===== src/sv/bsrc_pkg.sv =====
// Package for the deadlock-avoidance grant unit: beat types, codes and sizes.
package bsrc_pkg;

  localparam int unsigned MaxProcesses = 16;
  localparam int unsigned MaxResources = 4;
  localparam int unsigned WorkW        = 13;
  localparam logic [WorkW-1:0] WorkMax = 13'd8191;

  typedef enum logic [1:0] {
    ACT_AVAIL = 2'd0,
    ACT_ALLOC = 2'd1,
    ACT_NEED  = 2'd2,
    ACT_REQ   = 2'd3
  } action_e;

  typedef enum logic [2:0] {
    ST_GRANTED  = 3'd0,
    ST_NEED     = 3'd1,
    ST_AVAIL    = 3'd2,
    ST_UNSAFE   = 3'd3,
    ST_OVERFLOW = 3'd4
  } status_e;

  typedef enum logic [0:0] {
    CFG_PROCS = 1'b0,
    CFG_RES   = 1'b1
  } cfg_idx_e;

  typedef struct packed {
    logic [1:0] action;
    logic [3:0] process;
    logic [1:0] resource;
    logic [7:0] amount;
    logic       last;
  } in_beat_t;

  typedef struct packed {
    logic       granted;
    logic [2:0] status;
  } out_beat_t;

endpackage


===== src/sv/bankers_safety_request_check_unit.sv =====
// Top level of the deadlock-avoidance grant unit.
// After reset a clearing pass over all MAX_PROCESSES*MAX_RESOURCES entries (64 by
// default) zeroes the allocation and need tables; the input stalls meanwhile. Load
// beats (write available, allocation or need) and request elements without last
// are applied while idle, without starting a run. A request element with last starts
// a decision run by a small sequencer around one shared compare/add unit. The
// allocation and need tables have a registered read, so every step that reads them
// has an address phase and then a data phase; steps on available, staged and work
// entries need no such split. The run checks need, then available, then overflow
// (a failing check ends the run), commits the request, copies available into work
// and sweeps for rows with zero allocation. The scan then looks for the lowest
// unfinished row whose need fits the work (a failing column ends the row early),
// adds that row's allocation to work and restarts after every finished row, until a
// pass finds none. The verdict then settles; an unsafe verdict rolls the commit back
// before the verdict is handed out. The input stalls for the whole run.
// The result sits in an output register and the next item is taken while it
// waits, provided no further decision is due.
module bankers_safety_request_check_unit #(
  parameter int unsigned MAX_PROCESSES = bsrc_pkg::MaxProcesses,
  parameter int unsigned MAX_RESOURCES = bsrc_pkg::MaxResources
) (
  input  logic                clk_i,
  input  logic                rst_ni,
  input  logic                cfg_we_i,
  input  logic                cfg_index_i,
  input  logic [4:0]          cfg_data_i,
  input  logic                in_valid_i,
  output logic                in_stall_o,
  input  bsrc_pkg::in_beat_t  in_data_i,
  output logic                out_valid_o,
  input  logic                out_stall_i,
  output bsrc_pkg::out_beat_t out_data_o
);
  import bsrc_pkg::*;

  localparam int unsigned PW = (MAX_PROCESSES > 1) ? $clog2(MAX_PROCESSES) : 1;
  localparam int unsigned RW = (MAX_RESOURCES > 1) ? $clog2(MAX_RESOURCES) : 1;
  localparam int unsigned Cells = MAX_PROCESSES * MAX_RESOURCES;
  localparam int unsigned CW = (Cells > 1) ? $clog2(Cells) : 1;
  localparam int unsigned NPW = $clog2(MAX_PROCESSES + 1);
  localparam int unsigned NRW = $clog2(MAX_RESOURCES + 1);

  typedef enum logic [3:0] {
    S_CLEAR, S_IDLE, S_CNEED, S_CAVAIL, S_COVF, S_COMMIT, S_WINIT, S_EMPTY,
    S_FIT, S_ADD, S_FINAL, S_ROLL, S_DONE
  } state_e;

  state_e state_q;
  logic [7:0] avail_q [MAX_RESOURCES];
  logic [7:0] alloc_mem [Cells];
  logic [7:0] need_mem  [Cells];
  logic [7:0] alloc_rd_q, need_rd_q;
  logic [7:0] stage_q [MAX_RESOURCES];
  logic [WorkW-1:0] work_q [MAX_RESOURCES];
  logic [MAX_PROCESSES-1:0] fin_q;
  logic [4:0] cfg_np_q;
  logic [2:0] cfg_nr_q;
  logic [PW-1:0] proc_q, row_q;
  logic [RW-1:0] col_q;
  logic [CW-1:0] clr_q;
  logic          ph_q;     // table step: 0 address out, 1 data back
  logic          empty_q;
  logic          out_valid_q;
  out_beat_t     out_q;

  // Effective sizes after clamping.
  logic [NPW-1:0] np;
  logic [NRW-1:0] nr;
  always_comb begin
    if (cfg_np_q == 5'd0) np = NPW'(1);
    else if (32'(cfg_np_q) > MAX_PROCESSES) np = NPW'(MAX_PROCESSES);
    else np = NPW'(cfg_np_q);
    if (cfg_nr_q == 3'd0) nr = NRW'(1);
    else if (32'(cfg_nr_q) > MAX_RESOURCES) nr = NRW'(MAX_RESOURCES);
    else nr = NRW'(cfg_nr_q);
  end

  // Shared datapath: one table entry addressed by row/column.
  logic [PW-1:0] row_sel;
  logic [CW-1:0] cell_idx, ld_idx, mem_waddr;
  logic [7:0] a_cell, n_cell, s_col, v_col;
  logic [7:0] alloc_wdata, need_wdata;
  logic alloc_we, need_we, ld_ok;
  logic [WorkW-1:0] w_col;
  logic [8:0] sum9;
  logic [WorkW:0] wsum;
  logic col_last, row_last;
  assign row_sel = (state_q == S_EMPTY || state_q == S_FIT || state_q == S_ADD) ? row_q : proc_q;
  assign cell_idx = CW'(32'(row_sel) * MAX_RESOURCES + 32'(col_q));
  assign ld_idx = CW'(32'(in_data_i.process) * MAX_RESOURCES + 32'(in_data_i.resource));
  assign ld_ok  = 32'(in_data_i.process) < MAX_PROCESSES &&
                  32'(in_data_i.resource) < MAX_RESOURCES;
  assign a_cell = alloc_rd_q;
  assign n_cell = need_rd_q;
  assign s_col = stage_q[col_q];
  assign v_col = avail_q[col_q];
  assign w_col = work_q[col_q];
  assign sum9  = {1'b0, a_cell} + {1'b0, s_col};
  assign wsum  = {1'b0, w_col} + (WorkW+1)'(a_cell);
  assign col_last = (NRW'(col_q) + NRW'(1)) == nr;
  assign row_last = (NPW'(row_q) + NPW'(1)) == np;

  logic accept_in, out_take, busy;
  assign busy = state_q != S_IDLE;
  assign out_take = out_valid_q && !out_stall_i;
  // A deciding beat waits while a previous result is still unread.
  assign in_stall_o = busy ||
    (out_valid_q && in_data_i.action == ACT_REQ && in_data_i.last);
  assign accept_in = in_valid_i && !in_stall_o;
  assign out_valid_o = out_valid_q;
  assign out_data_o  = out_q;

  // Table write port: clearing pass, load beats, commit and rollback.
  always_comb begin
    alloc_we    = 1'b0;
    need_we     = 1'b0;
    mem_waddr   = cell_idx;
    alloc_wdata = '0;
    need_wdata  = '0;
    unique case (state_q)
      S_CLEAR: begin
        alloc_we  = 1'b1;
        need_we   = 1'b1;
        mem_waddr = clr_q;
      end
      S_IDLE: if (accept_in && ld_ok) begin
        mem_waddr   = ld_idx;
        alloc_wdata = in_data_i.amount;
        need_wdata  = in_data_i.amount;
        alloc_we    = in_data_i.action == ACT_ALLOC;
        need_we     = in_data_i.action == ACT_NEED;
      end
      S_COMMIT: if (ph_q) begin
        alloc_we    = 1'b1;
        need_we     = 1'b1;
        alloc_wdata = a_cell + s_col;
        need_wdata  = n_cell - s_col;
      end
      S_ROLL: if (ph_q) begin
        alloc_we    = 1'b1;
        need_we     = 1'b1;
        alloc_wdata = a_cell - s_col;
        need_wdata  = n_cell + s_col;
      end
      default: ;
    endcase
  end

  // Allocation and need tables, registered read at the sequencer's address.
  always_ff @(posedge clk_i) begin
    if (alloc_we) alloc_mem[mem_waddr] <= alloc_wdata;
    if (need_we) need_mem[mem_waddr] <= need_wdata;
    alloc_rd_q <= alloc_mem[cell_idx];
    need_rd_q  <= need_mem[cell_idx];
  end

  always_ff @(posedge clk_i or negedge rst_ni) begin
    if (!rst_ni) begin
      state_q <= S_CLEAR;
      for (int i = 0; i < MAX_RESOURCES; i++) begin
        avail_q[i] <= '0; stage_q[i] <= '0; work_q[i] <= '0;
      end
      fin_q <= '0;
      cfg_np_q <= 5'd16;
      cfg_nr_q <= 3'd4;
      proc_q <= '0; row_q <= '0; col_q <= '0; empty_q <= 1'b0;
      clr_q <= '0; ph_q <= 1'b0;
      out_valid_q <= 1'b0;
      out_q <= '0;
    end else begin
      if (cfg_we_i) begin
        unique case (cfg_idx_e'(cfg_index_i))
          CFG_PROCS: cfg_np_q <= cfg_data_i;
          CFG_RES:   cfg_nr_q <= cfg_data_i[2:0];
          default: ;
        endcase
      end
      if (out_take) out_valid_q <= 1'b0;
      unique case (state_q)
        S_CLEAR: begin
          if (clr_q == CW'(Cells - 1)) state_q <= S_IDLE;
          else clr_q <= clr_q + CW'(1);
        end
        S_IDLE: if (accept_in) begin
          unique case (action_e'(in_data_i.action))
            ACT_AVAIL: if (32'(in_data_i.resource) < MAX_RESOURCES)
              avail_q[RW'(in_data_i.resource)] <= in_data_i.amount;
            ACT_ALLOC, ACT_NEED: ;
            ACT_REQ: begin
              logic [RW-1:0] rs;
              rs = RW'(in_data_i.resource);
              if (32'(in_data_i.resource) < MAX_RESOURCES) stage_q[rs] <= in_data_i.amount;
              if (in_data_i.last) begin
                col_q <= '0;
                proc_q <= PW'(in_data_i.process);
                if (32'(in_data_i.process) >= MAX_PROCESSES) begin
                  out_q <= '{granted: 1'b0, status: ST_NEED};
                  state_q <= S_DONE;
                end else state_q <= S_CNEED;
              end
            end
            default: ;
          endcase
        end
        S_CNEED: begin
          if (!ph_q) ph_q <= 1'b1;
          else begin
            ph_q <= 1'b0;
            if (s_col > n_cell) begin
              out_q <= '{granted: 1'b0, status: ST_NEED}; state_q <= S_DONE;
            end else if (col_last) begin
              col_q <= '0; state_q <= S_CAVAIL;
            end else col_q <= col_q + RW'(1);
          end
        end
        S_CAVAIL: begin
          if (s_col > v_col) begin
            out_q <= '{granted: 1'b0, status: ST_AVAIL}; state_q <= S_DONE;
          end else if (col_last) begin
            col_q <= '0; state_q <= S_COVF;
          end else col_q <= col_q + RW'(1);
        end
        S_COVF: begin
          if (!ph_q) ph_q <= 1'b1;
          else begin
            ph_q <= 1'b0;
            if (sum9[8]) begin
              out_q <= '{granted: 1'b0, status: ST_OVERFLOW}; state_q <= S_DONE;
            end else if (col_last) begin
              col_q <= '0; state_q <= S_COMMIT;
            end else col_q <= col_q + RW'(1);
          end
        end
        S_COMMIT: begin
          // Table writes come from the write port in the data phase.
          if (!ph_q) ph_q <= 1'b1;
          else begin
            ph_q <= 1'b0;
            avail_q[col_q] <= v_col - s_col;
            if (col_last) begin
              col_q <= '0; state_q <= S_WINIT;
            end else col_q <= col_q + RW'(1);
          end
        end
        S_WINIT: begin
          work_q[col_q] <= WorkW'(v_col);
          if (col_last) begin
            col_q <= '0; row_q <= '0; empty_q <= 1'b1; fin_q <= '0; state_q <= S_EMPTY;
          end else col_q <= col_q + RW'(1);
        end
        S_EMPTY: begin
          if (!ph_q) ph_q <= 1'b1;
          else begin
            ph_q <= 1'b0;
            if (col_last) begin
              fin_q[row_q] <= empty_q && (a_cell == 8'd0);
              empty_q <= 1'b1;
              col_q <= '0;
              if (row_last) begin
                row_q <= '0; state_q <= S_FIT;
              end else row_q <= row_q + PW'(1);
            end else begin
              if (a_cell != 8'd0) empty_q <= 1'b0;
              col_q <= col_q + RW'(1);
            end
          end
        end
        S_FIT: begin
          if (!ph_q) ph_q <= 1'b1;
          else begin
            ph_q <= 1'b0;
            // Skip finished rows; a failing column ends the row early.
            if (fin_q[row_q] || WorkW'(n_cell) > w_col) begin
              col_q <= '0;
              if (row_last) state_q <= S_FINAL;
              else row_q <= row_q + PW'(1);
            end else if (col_last) begin
              col_q <= '0; state_q <= S_ADD;
            end else col_q <= col_q + RW'(1);
          end
        end
        S_ADD: begin
          if (!ph_q) ph_q <= 1'b1;
          else begin
            ph_q <= 1'b0;
            work_q[col_q] <= wsum[WorkW] || wsum[WorkW-1:0] > WorkMax ? WorkMax
                             : wsum[WorkW-1:0];
            if (col_last) begin
              fin_q[row_q] <= 1'b1;
              col_q <= '0; row_q <= '0; state_q <= S_FIT;
            end else col_q <= col_q + RW'(1);
          end
        end
        S_FINAL: begin
          logic safe;
          safe = 1'b1;
          for (int i = 0; i < MAX_PROCESSES; i++)
            if (NPW'(i) < np && !fin_q[i]) safe = 1'b0;
          col_q <= '0;
          if (safe) begin
            out_q <= '{granted: 1'b1, status: ST_GRANTED}; state_q <= S_DONE;
          end else state_q <= S_ROLL;
        end
        S_ROLL: begin
          if (!ph_q) ph_q <= 1'b1;
          else begin
            ph_q <= 1'b0;
            avail_q[col_q] <= v_col + s_col;
            if (col_last) begin
              out_q <= '{granted: 1'b0, status: ST_UNSAFE}; state_q <= S_DONE;
            end else col_q <= col_q + RW'(1);
          end
        end
        S_DONE: begin
          // Output register is free here: deciding beats wait for it.
          for (int i = 0; i < MAX_RESOURCES; i++) stage_q[i] <= '0;
          out_valid_q <= 1'b1;
          state_q <= S_IDLE;
        end
        default: state_q <= S_IDLE;
      endcase
    end
  end

endmodule


===== config.mk =====
export PLATFORM = sky130hd
export DESIGN_NAME = bankers_safety_request_check_unit
export DESIGN_NICKNAME = d
export VERILOG_FILES = /design/src/sv/bsrc_pkg.sv /design/src/sv/bankers_safety_request_check_unit.sv
export SDC_FILE = /design/constraint.sdc
export NUM_CORES = 2
export LEC_CHECK = 0
export ABC_AREA = 1
export ABC_CLOCK_PERIOD_IN_PS = 8000
export BUFFER_PORTS_ARGS = -buffer_cell sky130_fd_sc_hd__buf_2
export CORE_MARGIN = 2
export CORE_UTILIZATION = 30
export DETAILED_ROUTE_END_ITERATION = 6
export PLACE_DENSITY = 0.48
export SYNTH_ARGS = -nofsm -noshare
export SYNTH_HDL_FRONTEND = slang
export SYNTH_SLANG_ARGS = --single-unit

===== constraint.sdc =====
create_clock -name clk_i -period 8 [get_ports clk_i]
set_input_delay 1.2 -clock clk_i [delete_from_list [all_inputs] [get_ports clk_i]]
set_output_delay 1.2 -clock clk_i [all_outputs]
set_load 0.02 [all_outputs]

# Yosys cells after proc, flatten, opt, wreduce, memory -nomap -nowiden
# Memories as Yosys holds them, arrays and structs flattened. A register that Yosys moved wholly into a read port is not among the register bits.
# Index checks and enable logic that the tools add are counted.
word_totals:
  output_inout_bits: 6
  mem_bits_rw: 1024
  elab_cells: 358
  inputBits: 28
  romBits: 0
  latch_bits: 0
  memories: 2
  regBits: 167
op_classes:
  shifts: 0
  muxes: 151
  bitwise_logic: 5
  div: 0
  eq_ne: 54
  order_cmp: 28
  multipliers: 0
  reduce_logical: 78
  add_sub_neg: 15
memory_table:
  columns: ["name", "words", "word_bits", "read_ports", "rd_clocked_by_memory_dff", "write_ports", "line_no", "text"]
  rows:
  - ["alloc_mem", 64, 8, 1, 1, 1, "bankers_safety_request_check_unit.sv:50", "logic [7:0] alloc_mem [Cells];"]
  - ["need_mem", 64, 8, 1, 1, 1, "bankers_safety_request_check_unit.sv:51", "logic [7:0] need_mem [Cells];"]
ops:
  columns: ["operator", "count"]
  rows:
  - ["$mux W32", 6]
  - ["$mux W4", 42]
  - ["$bwmux W32", 4]
  - ["$bwmux W52", 2]
  - ["$pmux W52 S2", 1]
  - ["$pmux W32 S3", 1]
  - ["$mux W8", 11]
  - ["$mux W16", 5]
  - ["$pmux W32 S2", 1]
  - ["$mux W13", 4]
  - ["$mux W52", 1]
  - ["$ne A2 B2 Y1 const B", 26]
  - ["$pmux W16 S3", 1]
  - ["$pmux W4 S12", 1]
  - ["$pmux W8 S3", 2]
  - ["$lt A4 B5 Y1 const A", 8]
  - ["$mux W1", 33]
  - ["$bmux W8 S2", 2]
  - ["$demux W8 S2", 2]
  - ["$mux W2", 14]
  - ["$bmux W13 S2", 1]
  - ["$demux W13 S2", 1]
  - ["$add A8 B8 Y8", 3]
  - ["$logic_and A1 B1 Y1", 24]
  - ["74 further kinds", 135]

# Depth between registers and ports, before layout
logic_depth:
  word_depth: 24
  ltp_mapped: 26
  ltp_nobuf: 21

# Least setup slack after synthesis
# OpenSTA, ideal clock, no wires.
synth_path:
  path_type: "reg2reg"
  start: "reg col_q[0]"
  end: "mem need_mem[0][4] (data pin)"
  arrival_ns: 7.313
  required_time_ns: 6.991
  path_buffers: 6
  period_less_slack_ns: 8.321
  path_stages_with_launch: 16
  setup_time_ns: 1.009
  setup_slack_ns: -0.321
  cell_sequence: "dfrtp_1 buf_2 inv_1 buf_2 buf_2 buf_2 buf_2 buf_1 o21ai_0 o21ai_0 ha_1 inv_1 fa_1 nand3_1 a31oi_1 o311ai_0"
synth_via:
  elab_chain_len: 7
  word_cells_on_any_way: 9
  cone_classes: "add/sub: 2; mux: 6; bitwise: 1"
synth_lines:
  columns: ["element", "line_no", "text"]
  rows:
  - ["from (decl)", "bankers_safety_request_check_unit.sv:59", "logic [RW-1:0] col_q;"]
  - ["from (signal assigned)", "bankers_safety_request_check_unit.sv:213", "end else col_q <= col_q + RW'(1);"]
  - ["from (signal assigned)", "bankers_safety_request_check_unit.sv:221", "end else col_q <= col_q + RW'(1);"]
  - ["from (signal assigned)", "bankers_safety_request_check_unit.sv:231", "end else col_q <= col_q + RW'(1);"]
  - ["$not A2 Y3 (not written as such) *", "bankers_safety_request_check_unit.sv:95", "assign s_col = stage_q[col_q];"]
  - ["$bmux W8 S2 *", "bankers_safety_request_check_unit.sv:95", null]
  - ["$mux W8 (not written as such) * (2 in a row)", "bankers_safety_request_check_unit.sv:95", null]
  - ["$add A8 B8 Y8 or $sub A8 B8 Y8 (tied branches)", "bankers_safety_request_check_unit.sv:143, bankers_safety_request_check_unit.sv:137", null]
  - ["$mux W8, on equally long branches", "bankers_safety_request_check_unit.sv:139, bankers_safety_request_check_unit.sv:133", null]
  - ["$pmux W8 S3 *", "bankers_safety_request_check_unit.sv:120", "unique case (state_q)"]
  - ["via need_wdata[4]", "bankers_safety_request_check_unit.sv:82", "logic [7:0] alloc_wdata, need_wdata;"]
  - ["to (decl)", "bankers_safety_request_check_unit.sv:51", null]
# Mark *: on every way through the listed nets, which the timed path passes. The rest lies on a longest branch. The select of a mux whose other input is x is not followed.

# Worst setup path after layout
layout_path:
  start: "reg col_q[0]"
  end: "mem need_mem[30][7] (data pin)"
# The elaborated chain is that of the path after synthesis.

==> results.sh <==
export IMPL_status="completed"
export IMPL_worstSetupEndpointType="flip-flop"
export IMPL_maxCapViolCount=0
export IMPL_clkSinkCount=1207
export IMPL_use_met3_pct=2.76
export IMPL_crit_start="col_q[0]"
export IMPL_met1_usage_pct=25.3
export IMPL_dieArea_um2=184000
export IMPL_globalRouteMet2Util_pct=28.3
export IMPL_grt_setup_unrepaired="no"
export IMPL_cp_max_fo=68
export IMPL_port_buffer_count=33
export IMPL_ys_types=59
export IMPL_place_ws_ns=2.92
export IMPL_period_minus_slack_ns=5.16
export IMPL_clk_latency_ns=0.79
export IMPL_synth_edf_count=1024
export IMPL_drt_initial_drc_count=3668
export IMPL_slew_viol_final=0
export IMPL_synth_fp_nets=5217
export IMPL_clockBufferDepth=3
export IMPL_critPathArrivalTime_ns=5.60
export IMPL_ys_seq_area_share_pct=65.1
export IMPL_r2r_end="need_mem[30][7]"
export IMPL_synth_seq_cells=1207
export IMPL_htree_levels=4
export IMPL_drt_pass1_iterations=5
export IMPL_gr_usage_all_layers_pct=17.8
export IMPL_drt_wl_total_um=168000
export IMPL_grt_pass1_wl_um=250000
export IMPL_ios=34
export IMPL_hp_class="flip-flop to flip-flop"
export IMPL_cts_root_buf="clkbuf_16"
export IMPL_setup_tns_ns=0
export IMPL_reg2reg_depth=12
export IMPL_syn_to_final_growth_pct=13.4
export IMPL_cts_setup_buffers=0
export IMPL_worstSetupEndpoint="need_mem[30][7]"
export IMPL_crit_path_start_kind="flip-flop"
export IMPL_synth_area_um2=54100
export IMPL_setup_viol=0
export IMPL_place_inst=7276
export IMPL_cts_tree="done"
export IMPL_async_flop_share_pct=13.8
export IMPL_numCtsBuffers=138
export IMPL_ir_drop_v=0.000135
export IMPL_fin_cells=7518
export IMPL_rrSetupSlack_ns=2.84
export IMPL_hpwl_um=103000
export IMPL_core_area_um2=179000
export IMPL_crit_type="flip-flop to flip-flop"
export IMPL_drt_vias_per_instance=5.15
export IMPL_start_util_pct=30.3
export IMPL_die_x_um=429
export IMPL_post_cts_resized=0
export IMPL_synthCells=5110
export IMPL_syn_area_per_cell_um2=10.6
export IMPL_rows=155
export IMPL_finalCritPeriodShare_pct=64.5
export IMPL_die_height_um=429
export IMPL_setup_ws_ns=2.84
export IMPL_leakagePower_nw=19.2
export IMPL_drive_above_1_share_pct=7.48
export IMPL_fmax_ghz=0.194
export IMPL_num_vias=38739
export IMPL_ant_nets=0
export IMPL_place_gp_congestion=0.869
export IMPL_synthFlopType="edfxtp_1"
export IMPL_r2r_start="col_q[0]"
export IMPL_clkSlewWorstSetupHoldPaths_ns=0.06
export IMPL_cts_hold_buffers=0
export IMPL_slew_limit_headroom_pct=15.1
export IMPL_nNetsFinal=5168
export IMPL_tightestPinTransition_ns=1.26
export IMPL_wl_per_cell_um=22.3
export IMPL_finalHoldViolCount=0
export IMPL_grt_overflow_total=0
export IMPL_required_ns=8.44
export IMPL_grt_max_degree=190
export IMPL_power_density_nw_per_um2=214
export IMPL_yosysWarnings=0
export IMPL_drc=0
export IMPL_busiest_layer="met2"
export IMPL_fillCellCount=17905
export IMPL_final_seq_area_um2=35300
export IMPL_antenna_found_initial=4
export IMPL_fin_skew_ns=0.0668
export IMPL_fin_util_pct=34.3
export IMPL_power_mw=13.2
export IMPL_multi_input_area_um2=16900
export IMPL_grt_pass1_vias=37457
-- worst min-delay path by stage --
stage / start / to / cells past startpoint
2_1_floorplan: empty_q / empty_q / 2
3_3_place_gp: work_q[26] / work_q[26] / 2
3_5_place_dp: stage_q[22] / stage_q[22] / 2
4_1_cts: stage_q[22] / stage_q[22] / 2
5_1_grt: stage_q[22] / stage_q[22] / 2
6_report: stage_q[22] / stage_q[22] / 2
-- registers in the layout (all words and copies together) (netlist names) --
register,flops
alloc_mem,512
need_mem,512
work_q,52
avail_q,32
stage_q,32
fin_q,16
a_cell,8
n_cell,8
clr_q,6
cfg_np_q,5
out_data_o,4
proc_q,4
row_q,4
state_q,4
cfg_nr_q,3
col_q,2
empty_q,1
out_valid_o,1
ph_q,1
-- layer usage --
layer  vias to the layer above  share of wire [%]
li1                      18104                  -
met1                     19160                 46
met2                      1240                 46
met3                       233                5.6
met4                         2                2.3
met5                         -             0.0054
-- critical path, cell delays in order, from the launching register on --
cell      delay [ns]
dfrtp_4         1.01
buf_4           0.69
nand2_1         0.10
a32oi_1         0.49
inv_1           0.22
ha_1            0.48
inv_1           0.13
nor4_1          0.23
nand2_1         0.09
o311ai_0        0.13
nor2_1          0.16
o221ai_4        0.19
buf_4           0.64
-- cells by family after synthesis --
family,share of synthesized area [%]
muxes,0.0208
AOI/OAI and AO/OA,12.7
and+or+nand+nor,15.7
xor gates and xnor gates,0.502
adders and majority gates,1.92
buffers and inverters,4.05
DFF,65.1
-- through the flow --
step / cell area (um2) / hold WS [ns]
global route: 61400 / 0.489
detailed placement: 56900 / 0.459
CTS: 61400 / 0.472
finish: 61400 / 0.471
global placement: 56900 / 0.456
floorplan: 54100 / 0.435
-- synth_stat cells (5+ instances only) --
library cell,count,area [um2]
edfxtp_1,1024,30700
nor2_1,948,3560
o21ai_0,639,3200
nand2_1,595,2230
nand3_1,363,1820
inv_1,245,920
clkbuf_1,208,781
o211ai_1,189,1420
dfrtp_1,165,4130
o22ai_1,143,895
a21oi_1,98,490
nor3_1,74,370
ha_1,72,901
buf_2,44,220
buf_1,43,161
xor2_1,26,228
a31oi_1,24,150
nand4_1,20,125
o31ai_1,20,150
dfxtp_1,16,320
a32oi_1,15,131
inv_2,12,45.0
nor2_2,11,68.8
or2_2,10,62.6
a22oi_1,8,60.1
fa_1,7,140
nand2_2,7,43.8
nor2_4,6,67.6
a22o_1,5,43.8
nor4_1,5,31.3
xnor2_1,5,43.8
-- where the power goes --
part	switching [mW]	total [mW]	internal (mW)	leakage, nW
Combinational	0.0738	0.0983	0.0244	7.53
Clock	2.65	6.31	3.66	2.17
Sequential	0.00819	6.75	6.74	9.47
-- placed cells by master (no fill, tap or decap), types with 30 or more instances in the layout --
master and n:
edfxtp_1 1024, buf_4 75, inv_1 241, o211ai_1 189, nor3_1 74, nor2_1 947, o22ai_1 141, clkbuf_16 141
clkbuf_1 30, nand2_1 595, nand3_1 359, o21ai_0 639, a21oi_1 98, buf_2 32, dfrtp_1 163, ha_1 72
-- area by class of cell --
class | count | share of cell area [%]
multi-input cells | 3341 | 27.5
repair buffers | 111 | 1.29
inverters | 262 | 1.64
well taps | 2355 | 4.80
diodes | 1 | 0.00408
clock inverters | 66 | 1.32
flip-flops and latches | 1207 | 57.4
clock buffers | 175 | 6.02
(Power assumes the default switching activity.)
